$ cat src/rtl/tfrp_pkg.sv
package tfrp_pkg;

  localparam int unsigned LimitWidth = 4;
  localparam logic [LimitWidth-1:0] LimitReset = 4'd8;

  typedef enum logic [1:0] {
    PH_MARKER  = 2'd0,
    PH_PAYLOAD = 2'd1,
    PH_STOPPED = 2'd2
  } phase_t;

  typedef enum logic [2:0] {
    KIND_ENC   = 3'd0,
    KIND_DUTY  = 3'd1,
    KIND_BANK0 = 3'd2,
    KIND_BANK1 = 3'd3,
    KIND_BANK2 = 3'd4,
    KIND_BANK3 = 3'd5,
    KIND_BANK6 = 3'd6,
    KIND_BAD   = 3'd7
  } kind_t;

  localparam logic [7:0] MarkerEnc   = 8'h01;
  localparam logic [7:0] MarkerDuty  = 8'h02;
  localparam logic [7:0] MarkerBank0 = 8'h10;
  localparam logic [7:0] MarkerBank1 = 8'h11;
  localparam logic [7:0] MarkerBank2 = 8'h12;
  localparam logic [7:0] MarkerBank3 = 8'h13;
  localparam logic [7:0] MarkerBank6 = 8'h16;
  // stop marker, listed for completeness: it decodes as bad like any unknown one
  localparam logic [7:0] MarkerStop  = 8'hF0;

  // duty scale: 100 percent in q16 is raw * 100 / 65536
  localparam logic [6:0] DutyScale = 7'd100;

  typedef struct packed {
    logic               valid;
    logic [2:0]         record_kind;
    logic [1:0]         lane;
    logic signed [31:0] value;
    logic [22:0]        duty_scaled;
  } result_t;

  function automatic kind_t kind_of_marker(input logic [7:0] m);
    kind_t k;
    k = KIND_BAD;
    case (m)
      MarkerEnc:   k = KIND_ENC;
      MarkerDuty:  k = KIND_DUTY;
      MarkerBank0: k = KIND_BANK0;
      MarkerBank1: k = KIND_BANK1;
      MarkerBank2: k = KIND_BANK2;
      MarkerBank3: k = KIND_BANK3;
      MarkerBank6: k = KIND_BANK6;
      MarkerStop:  k = KIND_BAD;
      default:     k = KIND_BAD;
    endcase
    return k;
  endfunction

endpackage

$ cat src/rtl/tfrp_if.sv
interface tfrp_in_if;
  logic       valid;
  logic       ready;
  logic [7:0] data_byte;
  logic       frame_start;

  modport source (output valid, output data_byte, output frame_start, input ready);
  modport sink (input valid, input data_byte, input frame_start, output ready);
endinterface

interface tfrp_out_if;
  logic               valid;
  logic               ready;
  logic [2:0]         record_kind;
  logic [1:0]         lane;
  logic signed [31:0] value;
  logic [22:0]        duty_scaled;

  modport source (output valid, output record_kind, output lane, output value,
                  output duty_scaled, input ready);
  modport sink (input valid, input record_kind, input lane, input value,
                input duty_scaled, output ready);
endinterface

$ cat src/rtl/tfrp_core.sv
module tfrp_core (
  input  logic                                clk,
  input  logic                                rst,
  input  logic                                accept,
  input  logic [7:0]                          data_byte,
  input  logic                                frame_start,
  input  logic [tfrp_pkg::LimitWidth-1:0]     message_limit,
  output tfrp_pkg::result_t                   result
);
  import tfrp_pkg::*;

  phase_t                phase, phase_next, phase_eff;
  kind_t                 kind, kind_next, kind_dec;
  logic [2:0]            pos, pos_next, pos_eff;
  logic [LimitWidth-1:0] count, count_next, count_eff;
  logic [23:0]           word, word_next, word_eff;
  logic [15:0]           half;

  always_ff @(posedge clk) begin
    if (rst) begin
      phase <= PH_MARKER;
      kind  <= KIND_ENC;
      pos   <= '0;
      count <= '0;
      word  <= '0;
    end else if (accept) begin
      phase <= phase_next;
      kind  <= kind_next;
      pos   <= pos_next;
      count <= count_next;
      word  <= word_next;
    end
  end

  always_comb begin
    // frame start clears the parse before the byte is looked at
    phase_eff = frame_start ? PH_MARKER : phase;
    count_eff = frame_start ? '0 : count;
    pos_eff   = frame_start ? '0 : pos;
    word_eff  = frame_start ? '0 : word;
    kind_dec  = kind_of_marker(data_byte);

    phase_next = phase_eff;
    kind_next  = kind;
    pos_next   = pos_eff;
    count_next = count_eff;
    word_next  = word_eff;
    half       = {data_byte, (pos_eff[1] ? word_eff[23:16] : word_eff[7:0])};

    result             = '0;
    result.record_kind = kind;

    case (phase_eff)
      PH_MARKER: begin
        if (count_eff >= message_limit) begin
          phase_next = PH_STOPPED;
        end else begin
          count_next = count_eff + LimitWidth'(1);
          if (kind_dec == KIND_BAD) begin
            phase_next = PH_STOPPED;
          end else begin
            kind_next  = kind_dec;
            pos_next   = '0;
            word_next  = '0;
            phase_next = PH_PAYLOAD;
          end
        end
      end
      PH_PAYLOAD: begin
        pos_next = pos_eff + 3'd1;
        case (pos_eff[1:0])
          2'd0:    word_next[7:0]   = data_byte;
          2'd1:    word_next[15:8]  = data_byte;
          2'd2:    word_next[23:16] = data_byte;
          default: word_next        = word_eff;
        endcase
        case (kind)
          KIND_ENC: begin
            if (pos_eff == 3'd3) begin
              result.valid = 1'b1;
              result.value = {data_byte, word_eff};
              phase_next   = PH_MARKER;
            end
          end
          KIND_DUTY: begin
            if (pos_eff == 3'd1) begin
              result.valid       = 1'b1;
              result.value       = {16'd0, half};
              result.duty_scaled = 23'(half) * 23'(DutyScale);
              phase_next         = PH_MARKER;
            end
          end
          default: begin
            // analog bank: a lane completes on every odd payload byte
            if (pos_eff[0]) begin
              result.valid = 1'b1;
              result.lane  = pos_eff[2:1];
              result.value = {16'd0, half};
              if (pos_eff == 3'd7) begin
                phase_next = PH_MARKER;
              end
            end
          end
        endcase
      end
      default: begin
        phase_next = phase_eff;
      end
    endcase
  end

endmodule

$ cat src/rtl/tagged_frame_record_parser.sv
// Byte-wide tagged record parser. One frame byte is taken per cycle on in_ch,
// with frame_start high on the first byte of each frame; a byte may be taken
// in every cycle while out_ch keeps up, but while a finished record waits on
// out_ch with ready low, in_ch.ready is held low until that record is taken.
// Each byte is decoded in the cycle it is taken and its record, if any, is
// presented on out_ch in the next cycle; throughput is one byte per cycle
// while out_ch is ready. Marker 0x01 gives one encoder item after its four
// payload bytes, marker 0x02 one duty item after two bytes (with the duty
// also scaled to a q16 percentage), and markers 0x10-0x13 and 0x16 give one
// analog item per two-byte lane, four lanes per record. Marker 0xF0, an
// unknown marker, or a marker beyond message_limit records stops parsing
// until the next frame start; a record already begun runs to its end.
// message_limit is written through cfg_wr_en/cfg_wr_data; the user must write
// it only while the block is idle, which the block itself does not enforce.
module tagged_frame_record_parser (
  input  logic                            clk,
  input  logic                            rst,
  input  logic                            cfg_wr_en,
  input  logic [tfrp_pkg::LimitWidth-1:0] cfg_wr_data,
  tfrp_in_if.sink                         in_ch,
  tfrp_out_if.source                      out_ch
);
  import tfrp_pkg::*;

  logic [LimitWidth-1:0] message_limit;
  logic                  in_accept;
  result_t               result;
  logic                  out_valid;

  // message limit register
  always_ff @(posedge clk) begin
    if (rst) begin
      message_limit <= LimitReset;
    end else if (cfg_wr_en) begin
      message_limit <= cfg_wr_data;
    end
  end

  // take a byte whenever the output register is empty or being drained
  assign in_ch.ready = !out_valid || out_ch.ready;
  assign in_accept   = in_ch.valid && in_ch.ready;

  // parse state and per-byte decode
  tfrp_core u_core (
    .clk           (clk),
    .rst           (rst),
    .accept        (in_accept),
    .data_byte     (in_ch.data_byte),
    .frame_start   (in_ch.frame_start),
    .message_limit (message_limit),
    .result        (result)
  );

  // output register: valid is control, payload loads only with a new item
  always_ff @(posedge clk) begin
    if (rst) begin
      out_valid <= 1'b0;
    end else if (in_accept && result.valid) begin
      out_valid <= 1'b1;
    end else if (out_ch.ready) begin
      out_valid <= 1'b0;
    end
  end

  always_ff @(posedge clk) begin
    if (in_accept && result.valid) begin
      out_ch.record_kind <= result.record_kind;
      out_ch.lane        <= result.lane;
      out_ch.value       <= result.value;
      out_ch.duty_scaled <= result.duty_scaled;
    end
  end

  assign out_ch.valid = out_valid;

endmodule
$ cat src/flat_wrapper.sv
// flat-port wrapper written by rule: the top's interface ports become plain ports
module tagged_frame_record_parser_flat import tfrp_pkg::*;
  (clk, rst, cfg_wr_en, cfg_wr_data, in_ch_valid, in_ch_data_byte, in_ch_frame_start, in_ch_ready, out_ch_valid, out_ch_record_kind, out_ch_lane, out_ch_value, out_ch_duty_scaled, out_ch_ready);
  tfrp_in_if in_ch_i ();
  tfrp_out_if out_ch_i ();
  input  logic clk;
  input  logic rst;
  input  logic cfg_wr_en;
  input  logic [tfrp_pkg::LimitWidth-1:0] cfg_wr_data;
  input wire logic [$bits(in_ch_i.valid)-1:0] in_ch_valid;
  input wire logic [$bits(in_ch_i.data_byte)-1:0] in_ch_data_byte;
  input wire logic [$bits(in_ch_i.frame_start)-1:0] in_ch_frame_start;
  output wire logic [$bits(in_ch_i.ready)-1:0] in_ch_ready;
  output wire logic [$bits(out_ch_i.valid)-1:0] out_ch_valid;
  output wire logic [$bits(out_ch_i.record_kind)-1:0] out_ch_record_kind;
  output wire logic [$bits(out_ch_i.lane)-1:0] out_ch_lane;
  output wire logic [$bits(out_ch_i.value)-1:0] out_ch_value;
  output wire logic [$bits(out_ch_i.duty_scaled)-1:0] out_ch_duty_scaled;
  input wire logic [$bits(out_ch_i.ready)-1:0] out_ch_ready;
  assign in_ch_i.valid = in_ch_valid;
  assign in_ch_i.data_byte = in_ch_data_byte;
  assign in_ch_i.frame_start = in_ch_frame_start;
  assign in_ch_ready = in_ch_i.ready;
  assign out_ch_valid = out_ch_i.valid;
  assign out_ch_record_kind = out_ch_i.record_kind;
  assign out_ch_lane = out_ch_i.lane;
  assign out_ch_value = out_ch_i.value;
  assign out_ch_duty_scaled = out_ch_i.duty_scaled;
  assign out_ch_i.ready = out_ch_ready;
  tagged_frame_record_parser u_core (.clk(clk), .rst(rst), .cfg_wr_en(cfg_wr_en), .cfg_wr_data(cfg_wr_data), .in_ch(in_ch_i), .out_ch(out_ch_i));
endmodule
$ cat config.mk
export PLATFORM = sky130hd
export DESIGN_NAME = tagged_frame_record_parser_flat
export DESIGN_NICKNAME = d
export VERILOG_FILES = /design/src/rtl/tfrp_pkg.sv /design/src/rtl/tfrp_if.sv /design/src/rtl/tfrp_core.sv /design/src/rtl/tagged_frame_record_parser.sv /design/src/flat_wrapper.sv
export SDC_FILE = /design/constraint.sdc
export NUM_CORES = 1
export LEC_CHECK = 0
export BUFFER_PORTS_ARGS = -buffer_cell sky130_fd_sc_hd__clkbuf_2
export CORE_UTILIZATION = 40
export CTS_BUF_LIST = sky130_fd_sc_hd__clkbuf_16
export DETAILED_ROUTE_END_ITERATION = 10
export PLACE_DENSITY = 0.58
export SLEW_MARGIN = 15
export SYNTH_ARGS = -nofsm -noshare
export SYNTH_HDL_FRONTEND = slang
export SYNTH_SLANG_ARGS = --single-unit
$ cat constraint.sdc
create_clock -name clk -period 5.1 [get_ports clk]
set_input_delay 0.765 -clock clk [delete_from_list [all_inputs] [get_ports clk]]
set_output_delay 0.765 -clock clk [all_outputs]
set_load 0.01 [all_outputs]
---- Yosys cells after proc, flatten, opt, wreduce, memory -nomap -nowiden ----
Cells that the tools add are included.
cells by class
  order comparisons ....................... 1
  multiplexer cells ....................... 36
  reductions and logical operators ........ 12
  add/sub/neg operators ................... 2
  bitwise logic cells ..................... 4
  eq/ne operators ......................... 15
  multipliers ............................. 1
operators by type and width
  cell                                                  number
  two-way mux 24 bit                                    3
  one-hot mux 32 bit (2 select lines)                   1
  one-hot mux 24 bit (2 select lines)                   1
  equality test 8 x 5 -> 1 bit (second input constant)  5
  two-way mux 39 bit                                    1
  two-way mux 32 bit                                    1
  two-way mux 8 bit                                     4
  multiplier 16 x 5 -> 21 bit (second input constant)   1
  one-hot mux 3 bit (7 select lines)                    1
  two-way mux 16 bit                                    1
  two-way mux 2 bit                                     7
  two-way mux 4 bit                                     3
  two-way mux 3 bit                                     3
  equality test 8 x 1 -> 1 bit (second input constant)  1
  equality test 8 x 2 -> 1 bit (second input constant)  1
  one-hot mux 2 bit (2 select lines)                    2
  equality test 3 x 1 -> 1 bit (second input constant)  2
  equality test 3 bit (second input constant)           2
  two-way mux 1 bit                                     6
  one-hot mux 3 bit (2 select lines)                    1
  adder 4 x 1 -> 4 bit (second input constant)          1
  equality test 2 x 1 -> 1 bit (second input constant)  2
  greater-or-equal comparator 4 bit                     1
  logical NOT 2 bit                                     2
  other kinds (14)                                      18
storage, ports and cells
  bits in registers ....................... 101
  output and inout bits ................... 62
  bits of input ports ..................... 18

---- Longest topological paths before layout ----
  depth after elaboration ................. 7
  depth in mapped cells ................... 18
  gate-level depth less buffers ........... 16

---- By module ----
Synthesis repeated with hierarchy kept, for this count alone.
unflattened totals
  cell total of the unflattened synthesis .. 587
  area, all modules ....................... 6,027.0 um^2
modules (own cells, without submodules)
  module                      cells each  area each (um^2)  times used
  tfrp_core                   508         4,027.6           1
  tagged_frame_record_parser  79          1,999.4           1

---- Worst setup path before layout ----
OpenSTA, ideal clock, no wires.
  path type ............................... input-to-reg
  start point ............................. in in_ch_frame_start
  end point ............................... reg u_core.out_ch.duty_scaled[10] (enable)
  arrival time ............................ 4,883 ps
  setup slack ............................. -278 ps
  required time ........................... 4,605 ps
  cell stages on the path ................. 10
  library setup time ...................... 495 ps
  cells stage by stage .................... buf_2 inv_1 nand2_1 inv_1 ha_1 nand2_1 nor3_1 inv_1 a21o_1 a21oi_1
between the ends
  word-level cells in the longest chain between the ends .. 6
  elaborated cells between the ends (all ways) .. 11
RTL lines
  item                                                                                 RTL line                          source
  from (decl)                                                                          flat_wrapper.sv:12                input wire logic [$bits(in_ch_i.frame_start)-1:0] in_ch_frame_start;
  two-way mux 3 bit                                                                    tfrp_core.sv:39                   pos_eff = frame_start ? '0 : pos;
  equality test 3 x 1 -> 1 bit / equality test 3 x 2 -> 1 bit (equally long branches)  tfrp_core.sv:86, tfrp_core.sv:79
  two-way mux 1 bit (on tied branches)                                                 tfrp_core.sv:86, tfrp_core.sv:79
  one-hot mux 1 bit (2 select lines)                                                   tfrp_core.sv:77                   case (kind)
  two-way mux 1 bit *                                                                  tfrp_core.sv:53                   case (phase_eff)
  logical AND 1 bit *                                                                  tagged_frame_record_parser.sv:66  if (in_accept && result.valid) begin
  to (decl)                                                                            tfrp_if.sv:20                     output duty_scaled, input ready);
Every way passes the cells marked *; elsewhere a longest branch is shown, timed or not.
A chain may end at the register's enable or synchronous reset.

---- Worst setup path after layout ----
  start point ............................. reg u_core.u_core.pos[1]
  end point ............................... reg u_core.out_ch.duty_scaled[21], data pin
between the ends
  word-level cells in the longest chain between the ends .. 3
  elaborated cells between the ends (all ways) .. 5
RTL lines
  item                                                                       RTL line                          source
  from (decl)                                                                tfrp_core.sv:14                   logic [2:0] pos, pos_next, pos_eff;
  from (signal assigned)                                                     tfrp_core.sv:29                   pos <= pos_next;
  two-way mux 3 bit *                                                        tfrp_core.sv:39
  two-way mux 8 bit / equality test 3 x 1 -> 1 bit (equally long branches)   tfrp_core.sv:48, tfrp_core.sv:86
  multiplier 16 x 5 -> 21 bit / AND reduction 3 bit (equally long branches)  -
Marked as above.

==> results.toml <==
[run_status]
outcome = "finished, final reports clean"

[timing]
fin_crit_ns = 4.53
relSlewSlack_pct = 45.6
timing_hold_violations_final = 0
max_freq_mhz = 221
hold_slack_ns = 0.469
drv_slew = 0
worst_slew_pin_slew_ns = 0.816
tns_ns = 0
rsz0062_at_grt = "no"
finalSetupViolCount = 0
fin_crit_sh_pct = 88.8
fin_skew_ns = 0.0112

[power]
p_per_area_nw_per_um2 = 242
internal_power_w = 0.00127
pwr-share-clk_pct = 36.5
peakVddDrop_uv = 157
p_switching_w = 0.000466
p_total_w = 0.00173
p_leak_nw = 3.15
swShare_pct = 26.9
pwr-share-comb_pct = 14.7
share_seq_of_total_power_pct = 48.8

[worst_hold_path]
hold_depth = 2
hold_path.class = "flop to flop"
hold_end = "u_core.u_core.count[3]"
min-delay-start = "u_core.u_core.count[3]"

[critical_path]
worst_r2r_path_depth = 16
worstSetupEndpointType = "flop"
ff2ff_setup_slack_ns = 0.57
worst-endpoint-arrival_ns = 4.63
cp.required_ns = 5.19
cp-start-kind = "flop"
cp_max_fo = 10
reg2reg_to = "u_core.out_ch.duty_scaled[21]"
reg2reg_from = "u_core.u_core.pos[1]"
critPathKind = "flop to flop"

[floorplanning]
dieArea_um2 = 16200
die_w_um = 127
ios = 80
initial_utilization_pct = 41.2
rows = 45
core_um2 = 15300
die_h_um = 127

[route]
drt-vias-per-instance = 5.41
drtIter0Drc = 335
avgRoutedWirePerCell_um = 16.0
routed_wl_um = 15100
ant_nets = 0
vias = 5089
drc = 0
drtPass1Iterations = 5

[logic_synthesis]
ys_types = 56
async_flop_share_pct = 0
synth_area_per_cell_um2 = 9.56
synth-seq-cells = 99
syn-instance-count = 658
seq_area_frac_synth_pct = 40.7
ys_warn_count = 0
synth_edf_count = 58
synthFlopType = "edfxtp_1"
synth_area_um2 = 6290

[layout]
fin_util_pct = 46.9
layout-drive-gt1-share_pct = 15.5
antennaDiodeCount = 0
nNetsFinal = 826
area_growth_pct = 13.8

[place]
portBuffers = 77
gp_congestion = 0.867
dp_hpwl_um = 11200

[grt]
first_global_vias = 4827
antenna_found_initial = 0
grt_overflow = 0
grt_max_degree = 40
grtUsageTotal_pct = 19.3
grt_pass1_wl_um = 24400

[cts]
numCtsBuffers = 9
cts_hold_buf = 0
cts_sinks = 99
worstSkewPairLatency_ns = 0.36
clk_pin_slew_ns = 0.07
cts_buffer_depth = 2
cts_tree = "done"
cts_setup_buffers = 0
post_cts_resized = 0
cts_root_buffer = "clkbuf_16"
htreeDepth = 3

[job]
maxCapViolations = 0
[registers in the layout (all words and copies together), names as in the netlist]
signal and count:
u_core.out_ch.record_kind 3, u_core.u_core.phase 2, u_core.message_limit 4, u_core.u_core.pos 3, u_core.u_core.word 24, u_core.u_core.kind 3
u_core.out_ch.duty_scaled 21, u_core.out_ch.lane 2, u_core.out_ch.value 32, u_core.u_core.count 4, u_core.out_ch.valid 1
[cells by family (layout without fill, tap and decap cells)]
logic type / Yosys count / after routing / share of synthesized area (%)
compound gates: 143 / 143 / 15.6
xor+xnor: 13 / 13 / 1.81
fa+ha+maj: 83 / 83 / 17.7
buf+inv: 97 / 168 / 6.02
flops: 99 / 99 / 40.7
mux: 12 / 12 / 1.91
other cells: 1 / 2 / 0.0596
simple gates: 210 / 210 / 16.2
[worst max-delay path: stages (launching register included)]
cell and delay [ns]:
dfxtp_1 0.68, mux2i_1 0.16, or2_2 0.35, inv_1 0.09, ha_1 0.24, ha_1 0.28, inv_1 0.05, fa_1 0.51
inv_1 0.04, ha_1 0.37, a21oi_1 0.21, o21ai_0 0.18, a31o_2 0.31, a2111oi_0 0.38, o21a_1 0.20, xor2_1 0.15
nor2_1 0.05
[layer usage]
metal  wire length [um]  vias up  global-route usage [%]
met1               6880     2476                    25.3
met3                553       21                    2.47
met4                335        0                    8.68
met5                  0        -                       0
met2               7300      118                    32.0
li1                   -     2474                       -
[final cells by class]
type / count / area, um^2
Clock buffer: 9 / 225
Timing Repair Buffer: 85 / 445
Clock inverter: 7 / 43.8
Multi-Input combinational cell: 463 / 3370
Inverter: 67 / 251
Sequential cell: 99 / 2560
Tap cell: 211 / 264
Fill cell: 1451 / 8100
[per-stage QoR]
| step | area (um^2) | setup slack, ns | instances |
|---|---|---|---|
| after CTS | 7160 | 0.626 | 941 |
| after floorplan | 6300 | 0.240 | 659 |
| after global placement | 6890 | 0.568 | 925 |
| after detailed placement | 6890 | 0.456 | 925 |
| after global routing | 7160 | 0.329 | 941 |
| final | 7160 | 0.569 | 941 |
[worst max path at each step]
stage / start / endpoint / slack (ns) / depth (start not counted)
after floorplan: in_ch_frame_start / u_core.out_ch.duty_scaled[21] / 0.24 / 18
after global placement: in_ch_frame_start / u_core.out_ch.duty_scaled[21] / 0.57 / 16
after detailed placement: in_ch_frame_start / u_core.out_ch.duty_scaled[21] / 0.46 / 16
after CTS: u_core.u_core.pos[1] / u_core.out_ch.duty_scaled[21] / 0.63 / 16
after global routing: u_core.u_core.pos[1] / u_core.out_ch.duty_scaled[21] / 0.33 / 16
final: u_core.u_core.pos[1] / u_core.out_ch.duty_scaled[21] / 0.57 / 16
[cell usage in the layout, fill, tap and decap left out, types with 2 or more instances in the layout]
| cell | count |
|---|---|
| a22o_1 | 16 |
| o221a_2 | 2 |
| nand2_1 | 29 |
| nand3_1 | 8 |
| buf_4 | 8 |
| a21oi_1 | 35 |
| nor3_1 | 34 |
| and3_1 | 6 |
| a22oi_1 | 10 |
| nor2_1 | 79 |
| inv_1 | 68 |
| clkbuf_2 | 77 |
| edfxtp_1 | 58 |
| a211oi_1 | 2 |
| xnor2_1 | 5 |
| nand2b_1 | 5 |
| nor3b_1 | 15 |
| xor2_1 | 8 |
| o32ai_1 | 4 |
| o21a_1 | 6 |
| fa_1 | 10 |
| mux2i_1 | 12 |
| conb_1 | 2 |
| clkbuf_16 | 9 |
| o21ai_0 | 18 |
| o22ai_1 | 4 |
| o211ai_1 | 3 |
| and2_1 | 11 |
| o2111ai_1 | 4 |
| or3_1 | 3 |
| nand4_1 | 2 |
| or4_1 | 2 |
| nor2b_1 | 8 |
| or2_2 | 5 |
| dfxtp_1 | 41 |
| a21o_1 | 8 |
| ha_1 | 73 |
| a31oi_1 | 16 |
[power groups by stage]
| stage | clock network, W | registers (W) | logic (W) |
|---|---|---|---|
| after global placement | 0 | 0.000864 | 0.000247 |
| after floorplan | 0 | 0.000863 | 0.000187 |
| final | 0.000633 | 0.000846 | 0.000256 |
| after CTS | 0.000654 | 0.000846 | 0.000254 |
| after global routing | 0.000679 | 0.000847 | 0.000286 |
| after detailed placement | 0 | 0.000864 | 0.000252 |
[Yosys cell counts (all sizes together) (12+ instances only)]
library cell  number  area share (%)
nor2              80             4.8
nor3b             15             1.8
nor3              34             2.7
a31oi             16             1.6
nand2             29             1.7
mux2i             12             1.9
clkbuf            21             1.3
a21oi             37             3.0
a22o              16             2.2
inv               67             4.0
ha                73              15
o21ai             19             1.5
edfxtp            58              28
dfxtp             41              13
(Power assumes the default switching activity.)
